`config.mk`:
```
export PLATFORM = sky130hd
export DESIGN_NAME = periodic_task_timer
export DESIGN_NICKNAME = d
export VERILOG_FILES = /design/src/design/ptt_pkg.sv /design/src/design/ptt_cfg.sv /design/src/design/periodic_task_timer.sv
export SDC_FILE = /design/constraint.sdc
export NUM_CORES = 1
export LEC_CHECK = 0
export BUFFER_PORTS_ARGS = -buffer_cell sky130_fd_sc_hd__buf_4
export CAP_MARGIN = 25
export CORE_UTILIZATION = 35
export CTS_CLUSTER_DIAMETER = 120
export DETAILED_ROUTE_END_ITERATION = 6
export PLACE_DENSITY = 0.6
export SLEW_MARGIN = 10
export SYNTH_ARGS = -nofsm -noshare
export SYNTH_HDL_FRONTEND = slang
export SYNTH_SLANG_ARGS = --single-unit
```
`constraint.sdc`:
```
create_clock -name i_clk -period 17.3 [get_ports i_clk]
set_input_delay 3.46 -clock i_clk [delete_from_list [all_inputs] [get_ports i_clk]]
set_output_delay 3.46 -clock i_clk [all_outputs]
set_load 0.05 [all_outputs]
```
`src/design/ptt_pkg.sv`:
```
// Package for the periodic task timer: item structs, configuration struct,
// action codes and register indexes. It depends on nothing else.
package ptt_pkg;

    localparam int ADDR_W = 4;
    localparam int DATA_W = 32;

    localparam logic [2:0] ACT_STEP    = 3'd0;
    localparam logic [2:0] ACT_PAUSE   = 3'd1;
    localparam logic [2:0] ACT_RESUME  = 3'd2;
    localparam logic [2:0] ACT_RESTART = 3'd3;
    localparam logic [2:0] ACT_QUERY   = 3'd4;

    localparam logic [1:0] REG_USE_TIME      = 2'd0;
    localparam logic [1:0] REG_ONE_SHOT      = 2'd1;
    localparam logic [1:0] REG_PERIOD        = 2'd2;
    localparam logic [1:0] REG_INITIAL_DELAY = 2'd3;

    typedef struct packed {
        logic [2:0]  action;
        logic [63:0] time_now;
    } t_in_item;

    typedef struct packed {
        logic        fired;
        logic [63:0] remaining;
    } t_out_item;

    typedef struct packed {
        logic        use_time;
        logic        one_shot;
        logic [31:0] period;
        logic [31:0] initial_delay;
    } t_cfg;

endpackage

```
`src/design/ptt_cfg.sv`:
```
// APB-style configuration registers of the periodic task timer.
// Depends on ptt_pkg for the register indexes and the configuration struct.
module ptt_cfg (
    input  logic                       i_clk,
    input  logic                       i_rst_n,
    input  logic                       psel,
    input  logic                       penable,
    input  logic                       pwrite,
    input  logic [ptt_pkg::ADDR_W-1:0] paddr,
    input  logic [ptt_pkg::DATA_W-1:0] pwdata,
    output logic [ptt_pkg::DATA_W-1:0] prdata,
    output logic                       pready,
    output ptt_pkg::t_cfg              o_cfg
);

    ptt_pkg::t_cfg r_cfg;
    logic          w_write;
    logic [1:0]    w_index;

    assign pready  = 1'b1;
    assign w_write = psel && penable && pwrite && pready;
    assign w_index = paddr[ptt_pkg::ADDR_W-1:2];
    assign o_cfg   = r_cfg;

    always_ff @(posedge i_clk) begin
        if (!i_rst_n) begin
            r_cfg.use_time      <= 1'b1;
            r_cfg.one_shot      <= 1'b0;
            r_cfg.period        <= 32'd0;
            r_cfg.initial_delay <= 32'd0;
        end else if (w_write) begin
            case (w_index)
                ptt_pkg::REG_USE_TIME:      r_cfg.use_time      <= pwdata[0];
                ptt_pkg::REG_ONE_SHOT:      r_cfg.one_shot      <= pwdata[0];
                ptt_pkg::REG_PERIOD:        r_cfg.period        <= pwdata;
                ptt_pkg::REG_INITIAL_DELAY: r_cfg.initial_delay <= pwdata;
                default: begin
                end
            endcase
        end
    end

    always_comb begin
        case (w_index)
            ptt_pkg::REG_USE_TIME:      prdata = {31'd0, r_cfg.use_time};
            ptt_pkg::REG_ONE_SHOT:      prdata = {31'd0, r_cfg.one_shot};
            ptt_pkg::REG_PERIOD:        prdata = r_cfg.period;
            ptt_pkg::REG_INITIAL_DELAY: prdata = r_cfg.initial_delay;
            default:                    prdata = '0;
        endcase
    end

endmodule

```
`src/design/periodic_task_timer.sv`:
```
// Periodic task timer: an item is accepted into an input register, worked on
// there and its result registered in an output register, from which it is
// offered. One item is taken every cycle while results drain.
// Synchronous reset clears the timer state and returns the configuration
// registers to their defaults. Depends on ptt_pkg and ptt_cfg.
module periodic_task_timer (
    input  logic                       i_clk,
    input  logic                       i_rst_n,
    input  logic                       i_in_valid,
    output logic                       o_in_ready,
    input  ptt_pkg::t_in_item          i_in_item,
    output logic                       o_out_valid,
    input  logic                       i_out_ready,
    output ptt_pkg::t_out_item         o_out_item,
    input  logic                       psel,
    input  logic                       penable,
    input  logic                       pwrite,
    input  logic [ptt_pkg::ADDR_W-1:0] paddr,
    input  logic [ptt_pkg::DATA_W-1:0] pwdata,
    output logic [ptt_pkg::DATA_W-1:0] prdata,
    output logic                       pready
);

    ptt_pkg::t_cfg      w_cfg;
    logic               r_in_valid;
    ptt_pkg::t_in_item  r_in;
    logic               r_out_valid;
    ptt_pkg::t_out_item r_out;
    ptt_pkg::t_out_item n_out;

    logic [63:0] r_stamp, n_stamp;
    logic [63:0] r_pause_start, n_pause_start;
    logic        r_paused, n_paused;
    logic [63:0] r_tick_count, n_tick_count;
    logic [31:0] r_delay_left, n_delay_left;
    logic        r_stopped, n_stopped;

    logic        w_advance;
    logic        w_run;
    logic [63:0] w_tick_inc;
    logic [63:0] w_now;
    logic [31:0] w_marker;
    logic [64:0] w_deadline;
    logic [64:0] w_gap;
    logic        w_ahead;
    logic [63:0] w_left;

    ptt_cfg u_cfg (
        .i_clk   (i_clk),
        .i_rst_n (i_rst_n),
        .psel    (psel),
        .penable (penable),
        .pwrite  (pwrite),
        .paddr   (paddr),
        .pwdata  (pwdata),
        .prdata  (prdata),
        .pready  (pready),
        .o_cfg   (w_cfg)
    );

    assign w_advance   = r_in_valid && (!r_out_valid || i_out_ready);
    assign o_in_ready  = !r_in_valid || w_advance;
    assign o_out_valid = r_out_valid;
    assign o_out_item  = r_out;

    assign w_run      = !r_paused && !r_stopped;
    assign w_tick_inc = r_tick_count + 64'd1;
    assign w_marker   = (r_delay_left != 32'd0) ? r_delay_left : w_cfg.period;

    always_comb begin
        if (w_cfg.use_time) begin
            w_now = r_in.time_now;
        end else if (r_in.action == ptt_pkg::ACT_STEP) begin
            w_now = w_tick_inc;
        end else begin
            w_now = r_tick_count;
        end
    end

    // The deadline is kept one bit wider so that it never wraps.
    assign w_deadline = {1'b0, r_stamp} + {33'd0, w_marker};
    assign w_gap      = w_deadline - {1'b0, w_now};
    assign w_ahead    = w_deadline > {1'b0, w_now};
    assign w_left     = !w_ahead ? 64'd0 : (w_gap[64] ? '1 : w_gap[63:0]);

    always_comb begin
        n_stamp       = r_stamp;
        n_pause_start = r_pause_start;
        n_paused      = r_paused;
        n_tick_count  = r_tick_count;
        n_delay_left  = r_delay_left;
        n_stopped     = r_stopped;
        n_out         = '0;
        case (r_in.action)
            ptt_pkg::ACT_STEP: begin
                if (w_run) begin
                    if (!w_cfg.use_time) begin
                        n_tick_count = w_tick_inc;
                    end
                    if (!w_ahead) begin
                        n_stamp      = w_deadline[63:0];
                        n_delay_left = 32'd0;
                        n_out.fired  = 1'b1;
                        if (w_cfg.one_shot) begin
                            n_stopped = 1'b1;
                        end
                    end
                end
            end
            ptt_pkg::ACT_PAUSE: begin
                if (!r_paused) begin
                    n_pause_start = w_now;
                    n_paused      = 1'b1;
                end
            end
            ptt_pkg::ACT_RESUME: begin
                if (r_paused) begin
                    n_stamp       = r_stamp + (w_now - r_pause_start);
                    n_pause_start = 64'd0;
                    n_paused      = 1'b0;
                end
            end
            ptt_pkg::ACT_RESTART: begin
                n_stopped    = 1'b0;
                n_stamp      = w_now;
                n_delay_left = w_cfg.initial_delay;
            end
            ptt_pkg::ACT_QUERY: begin
                n_out.remaining = w_left;
            end
            default: begin
            end
        endcase
    end

    always_ff @(posedge i_clk) begin
        if (!i_rst_n) begin
            r_in_valid    <= 1'b0;
            r_out_valid   <= 1'b0;
            r_stamp       <= 64'd0;
            r_pause_start <= 64'd0;
            r_paused      <= 1'b0;
            r_tick_count  <= 64'd0;
            r_delay_left  <= 32'd0;
            r_stopped     <= 1'b0;
        end else begin
            if (o_in_ready) begin
                r_in_valid <= i_in_valid;
            end
            if (w_advance) begin
                r_out_valid   <= 1'b1;
                r_stamp       <= n_stamp;
                r_pause_start <= n_pause_start;
                r_paused      <= n_paused;
                r_tick_count  <= n_tick_count;
                r_delay_left  <= n_delay_left;
                r_stopped     <= n_stopped;
            end else if (i_out_ready) begin
                r_out_valid <= 1'b0;
            end
        end
    end

    always_ff @(posedge i_clk) begin
        if (o_in_ready && i_in_valid) begin
            r_in <= i_in_item;
        end
        if (w_advance) begin
            r_out <= n_out;
        end
    end

endmodule

```
==> results of run 1 <==
[through the flow]
stage	utilization [%]	total power, mW	hold WS (ps)
after detailed placement	38.2	1.61	461
after floorplan	-	1.45	440
final	40.0	2.63	471
after CTS	40.0	2.64	470
after global routing	40.0	2.73	484
after global placement	38.2	1.61	455
[registers in the layout, summed over array words and instances (netlist names)]
register,count
u_cfg.o_cfg,66
r_stamp,64
r_paused,1
o_out_item,65
r_delay_left,32
r_in_valid,1
r_pause_start,64
r_tick_count,64
r_in,67
o_out_valid,1
r_stopped,1
[cell usage in the layout, fill, tap and decap left out, drive strengths merged, types with 65 or more instances in the layout]
cell    synthesis  final
xnor2         148    148
nand3          99     99
xor2          131    131
ha            161    161
buf            45    259
fa             65     65
edfxtp        132    132
nand2         455    455
clkbuf        176     67
o21ai         227    227
nor2          313    313
nand4          72     72
a21o          100    100
inv           188    193
dfxtp         294    294
a21oi         409    409
[worst min-delay path by stage]
| stage | startpoint | to | cells after the start |
|---|---|---|---|
| after CTS | u_cfg.o_cfg[10]$_SDFFE_PN0P_ | u_cfg.o_cfg[10]$_SDFFE_PN0P_ | 2 |
| after detailed placement | u_cfg.o_cfg[10]$_SDFFE_PN0P_ | u_cfg.o_cfg[10]$_SDFFE_PN0P_ | 2 |
| after global placement | u_cfg.o_cfg[0]$_SDFFE_PN0P_ | u_cfg.o_cfg[0]$_SDFFE_PN0P_ | 2 |
| after floorplan | r_stamp[46]$_SDFFE_PN0P_ | r_stamp[46]$_SDFFE_PN0P_ | 2 |
| after global routing | u_cfg.o_cfg[16]$_SDFFE_PN0P_ | u_cfg.o_cfg[16]$_SDFFE_PN0P_ | 2 |
| final | u_cfg.o_cfg[16]$_SDFFE_PN0P_ | u_cfg.o_cfg[16]$_SDFFE_PN0P_ | 2 |
[kinds of logic (layout without fill, tap and decap cells)]
kind of cell	after synthesis	count (layout)	share of synthesized area, %
and+or+nand+nor	1233	1233	18.8
adders and majority gates	226	226	10.8
DFF	426	426	32.2
muxes	49	49	1.65
xor gates and xnor gates	279	279	8.03
other	1	1	0.0122
buffers and inverters	411	533	5.23
AOI/OAI and AO/OA	1124	1124	23.3
[worst register-to-register path: cells and delay by family (launching register included)]
family,cells,cell delay [ps]
XOR/XNOR,1,150
flip-flops,1,320
adder cells (fa/ha/maj),2,780
buffers and inverters,2,870
AO/OA/AOI/OAI,11,3010
AND/OR/NAND/NOR,11,3800
[metal layers]
metal / routed length (um) / global-route usage [%] / part of all wire, % / vias to the layer above
met3: 7510 / 3.49 / 7.6 / 88
met5: 0 / 0 / 0 / -
li1: - / - / - / 13531
met2: 41300 / 31.2 / 42 / 906
met4: 1460 / 3.75 / 1.5 / 0
met1: 48500 / 33.0 / 49 / 12886
[area by class of cell]
class / count / area, um2 / share of cell area (%)
clock buffer: 67 / 1330 / 3.84
multi-input combinational: 2912 / 19200 / 55.3
sequential: 426 / 9850 / 28.4
tap: 1155 / 1450 / 4.16
clock inverter: 17 / 224 / 0.645
timing repair buffer: 259 / 1940 / 5.58
inverter: 190 / 718 / 2.07
[power groups by stage]
| stage | Clock, mW | Sequential, mW | Combinational [mW] |
|---|---|---|---|
| 6_report | 1.03 | 1.07 | 0.536 |
| 5_1_grt | 1.08 | 1.07 | 0.582 |
| 4_1_cts | 1.05 | 1.07 | 0.527 |
| 3_5_place_dp | 0 | 1.09 | 0.523 |
| 3_3_place_gp | 0 | 1.09 | 0.523 |
| 2_1_floorplan | 0 | 1.10 | 0.348 |
==> qor.yml, run 1 <==
first_global_vias: 24872
yosys.cell_types.count: 106
drcViolationCount: 8
cp_data_required_time_ps: 17810
path_class: "reg -> reg"
setup_viol: 0
drtIter0Drc: 2289
critical_path_depth: 27
synth_top_area_share_pct: 19.2
slowest_delay_ps: 700
p_comb_share_pct: 20.4
critPathTopFamily: "simple AND/OR/NAND/NOR gates"
power_density_nw_per_um2: 75.7
place_area_um2: 33200
r2r-end: "r_stamp[50]$_SDFFE_PN0P_"
synth_nets: 4085
cp-endpoint: "r_stamp[50]$_SDFFE_PN0P_"
p_sw_share_pct: 30.1
final-max-slew-violation-count: 0
root_buffer: "clkbuf_16"
firstDrtPassIters: 7
clk_path_buf_depth: 3
layout-drive-gt1-share_pct: 10.3
worstPathArrival_ps: 9530
ys_seq_elements: 426
grt.total_usage_pct: 21.4
instances_no_fill: 5026
h-tree-depth: 2
tns_ps: 0
fin_crit_sh_pct: 52.2
globalplace.congestion: 0.936
max_cap_viol_count: 0
design_area_um2: 34700
die_w_um: 298
area_delta_synth_final_pct: 13.5
cp_common_cell: "and3_1"
insertion_delay_ps: 600
die_h_um: 298
synth_most_common_cell: "nand2_1"
r2r-start: "r_delay_left[16]$_SDFFE_PN0P_"
critPathBufInv: 2
ctsResizeCount: 0
skew_ps: 35.4
grt_max_degree: 159
violations: "DRC"
crit_fanout: 50
hp-class: "reg -> reg"
hold_violations: 0
nNetsFinal: 4172
cts_made_buffers: 47
hold_buffers: 0
rows: 108
tightestPinTransition_ps: 1130
yosys-top-cells-area: "dfxtp_1, edfxtp_1, a21oi_1"
seqPwrFrac_pct: 40.5
ant_nets: 0
seq_area_frac_synth_pct: 32.2
cts_setup_buffers: 0
dp_slack_ps: 8400
fill_cells: 8946
clk_pin_slew_ps: 60
via_count: 27411
yosys-top-cells-count: "nand2_1, a21oi_1, nor2_1, dfxtp_1, o21ai_0"
power_frac_clock_pct: 39.1
diodes: 0
rsz0062_at_grt: "no"
ios: 210
cts_tree: "yes"
via_per_inst: 5.45
grt_pass1_wl_um: 150000
yosysTopAreaCell: "dfxtp_1"
syn_area_um2: 30600
yosys_warnings: 0
post-route-min-period_ps: 9030
status: "complete, but fails checks"
worstSetupStartpointType: "flop"
final.setup.worst_slack_ps: 8270
io_buffers: 206
synth_edf_count: 132
reg2regPathDepth: 27
cp_slowest_cell: "nor4_1"
vdd_drop_max_v: 0.0000827
cp-end-kind: "flop"
antenna_found_initial: 0
synth_top_flop_cell: "dfxtp_1"
routed_wl_um: 98800
fmax_ghz: 0.111
gr-total-overflow: 0
worstSetupStartpoint: "r_delay_left[16]$_SDFFE_PN0P_"
wl_per_cell_um: 19.7
syn_inst: 3749
dpl.hpwl_um: 75800
initial_core_util_pct: 35.3
synth_area_per_cell_um2: 8.17
async_flop_share_pct: 0
leakagePower_nw: 13.8
internal_power_mw: 1.84
die_area_um2: 88700
power_switching_uw: 793
relSlewSlack_pct: 23.6
rrSetupSlack_ps: 8270
dp_cells: 4939
coreArea_um2: 86800
clock_sinks: 426
Power figures use the tool's default switching activity.
==> run 2: changes to the inputs <==
==> constraint.sdc (replaced) <==
create_clock -name i_clk -period 8.68 [get_ports i_clk]
set_input_delay 1.736 -clock i_clk [delete_from_list [all_inputs] [get_ports i_clk]]
set_output_delay 1.736 -clock i_clk [all_outputs]
set_load 0.05 [all_outputs]
==> qor.yml, run 2 (same netlist as run 1, synthesis figures left out) <==
relSlewSlack_pct: 19.3  # -4.4 points
post-route-min-period_ps: 7950  # -1070 ps
ctsResizeCount: 0  # unchanged
routed_wl_um: 100000  # +1.4%
final.setup.worst_slack_ps: 727  # -7550 ps
dpl.hpwl_um: 77200  # +1.9%
die_h_um: 298  # unchanged
grt_pass1_wl_um: 153000  # +1.9%
die_area_um2: 88700  # unchanged
power_density_nw_per_um2: 150  # +98%
final_cell_mix: "nand2_1, a21oi_1, nor2_1"
critPathTopFamily: "compound AO/OA/AOI/OAI gates"
rows: 108  # unchanged
via_count: 27713  # +1.1%
skew_ps: 34.0  # -1.34 ps
area_delta_synth_final_pct: 14.1
grt.total_usage_pct: 21.8  # +0.40 points
rsz0062_at_grt: "no"
worstPathArrival_ps: 8490  # -1040 ps
final_common_cell: "nand2_1"
holdPathEnd: "u_cfg.o_cfg[0]$_SDFFE_PN0P_"
r2r-end: "r_stamp[47]$_SDFFE_PN0P_"
die_w_um: 298  # unchanged
max_cap_viol_count: 0  # unchanged
multiInputGateArea_um2: 19200  # about the same
status: "completed"
final-max-slew-violation-count: 0  # unchanged
dp_slack_ps: 848  # -7550 ps
fin_crit_sh_pct: 91.6  # +39 points
hold_violations: 0  # unchanged
worstSetupStartpointType: "flop"
antenna_found_initial: 0  # unchanged
grt_max_degree: 92  # -42%
clk_pin_slew_ps: 60  # about the same
setup_viol: 0  # unchanged
min_path_cells: 2  # unchanged
tightestPinTransition_ps: 1200  # +64.9 ps
initial_core_util_pct: 35.3  # unchanged
h-tree-depth: 2  # unchanged
leakagePower_nw: 14.0  # +0.86%
crit_fanout: 32  # -36%
gr-total-overflow: 0  # unchanged
cp_slowest_cell: "nor2_1"
hold_start: "u_cfg.o_cfg[0]$_SDFFE_PN0P_"
instances_no_fill: 5054  # +0.56%
via_per_inst: 5.48  # +0.54%
cts_tree: "yes"
insertion_delay_ps: 600  # about the same
globalplace.congestion: 0.932  # -0.43%
r2r-start: "r_delay_left[16]$_SDFFE_PN0P_"
hold_buffers: 0  # unchanged
coreArea_um2: 86800  # unchanged
diodes: 0  # unchanged
ff_latch_area_um2: 9850  # unchanged
fill_cells: 8936  # -0.11%
cts_setup_buffers: 0  # unchanged
fmax_ghz: 0.126  # +14%
first_global_vias: 25424  # +2.2%
slowest_delay_ps: 750  # +50 ps
root_buffer: "clkbuf_16"
cp-end-kind: "flop"
vdd_drop_max_v: 0.000137  # +66%
drtIter0Drc: 2423  # +5.9%
cts_made_buffers: 48  # +2.1%
p_total_mw: 5.23  # +99%
largest_reg_flops: 67  # unchanged
nNetsFinal: 4197  # +0.60%
hp-class: "reg -> reg"
dp_cells: 4962  # +0.47%
regMostFlops: "r_in"
io_buffers: 206  # unchanged
tns_ps: 0  # unchanged
path_class: "reg -> reg"
wl_per_cell_um: 19.8  # +0.85%
cp_data_required_time_ps: 9220  # -8590 ps
layout-drive-gt1-share_pct: 10.8  # +0.52 points
ios: 210  # unchanged
drcViolationCount: 0  # -8
firstDrtPassIters: 5  # -2
reg2regPathDepth: 29  # +7.4%
clock_sinks: 426  # unchanged
clk_path_buf_depth: 3  # unchanged
ant_nets: 0  # unchanged
rrSetupSlack_ps: 730  # -7550 ps
critPathBufInv: 3  # +1
run 2: cell count changes in the layout (fill, tap and decap cells not counted), moves of 2 or more:
cell,change
clkbuf_1,-2
buf_2,+3
buf_12,+5
clkbuf_8,-7
clkinv_2,+6
buf_4,+14
clkinv_1,+7
run 2: how the worst max path moves through the flow:
stage                             startpoint                           end  cells after the start
6_report       r_delay_left[16]$_SDFFE_PN0P_      r_stamp[47]$_SDFFE_PN0P_                     29
5_1_grt        r_delay_left[16]$_SDFFE_PN0P_      r_stamp[55]$_SDFFE_PN0P_                     29
3_3_place_gp   r_delay_left[16]$_SDFFE_PN0P_      r_stamp[47]$_SDFFE_PN0P_                     29
3_5_place_dp   r_delay_left[16]$_SDFFE_PN0P_      r_stamp[47]$_SDFFE_PN0P_                     29
2_1_floorplan  r_delay_left[24]$_SDFFE_PN0P_  o_out_item[14]$_SDFFCE_PN0P_                     28
4_1_cts        r_delay_left[16]$_SDFFE_PN0P_      r_stamp[47]$_SDFFE_PN0P_                     29
run 2: metal layers:
layer	part of all wire [%]	global-route usage (%)	routed length, um	vias to the layer above
li1	-	-	-	13576
met1	50	34.0	49700	13111
met2	41	31.1	41400	930
met3	6.9	2.86	6930	96
met4	2.2	5.37	2220	0
met5	0	0	0	-
run 2: power by group:
part	internal, mW	leakage [nW]	switching [mW]	total [mW]
clock network	1.14	0.741	0.885	2.03
logic	0.381	9.55	0.697	1.08
registers	2.10	3.66	0.0312	2.13
total	3.62	14.0	1.61	5.23
run 2: metrics by stage:
stage / util, % / instance area (um2) / hold slack [ps]
3_5_place_dp: 38.5 / 33400 / 462
4_1_cts: 40.2 / 34900 / 469
5_1_grt: 40.3 / 34900 / 487
6_report: 40.3 / 34900 / 467
2_1_floorplan: - / 30600 / 440
3_3_place_gp: 38.4 / 33400 / 455
run 2: worst min-delay path: stages, from the launching register on:
cell and delay, ps:
dfxtp_1 310, nand2_1 50, a21oi_1 50
run 2: final cells by class:
| type | instances | share of cell area, % |
|---|---|---|
| tap | 1155 | 4.14 |
| inverter | 190 | 2.06 |
| multi-input combinational | 2912 | 55.0 |
| clock inverter | 32 | 0.842 |
| timing repair buffer | 283 | 6.22 |
| clock buffer | 56 | 3.52 |
| sequential | 426 | 28.2 |
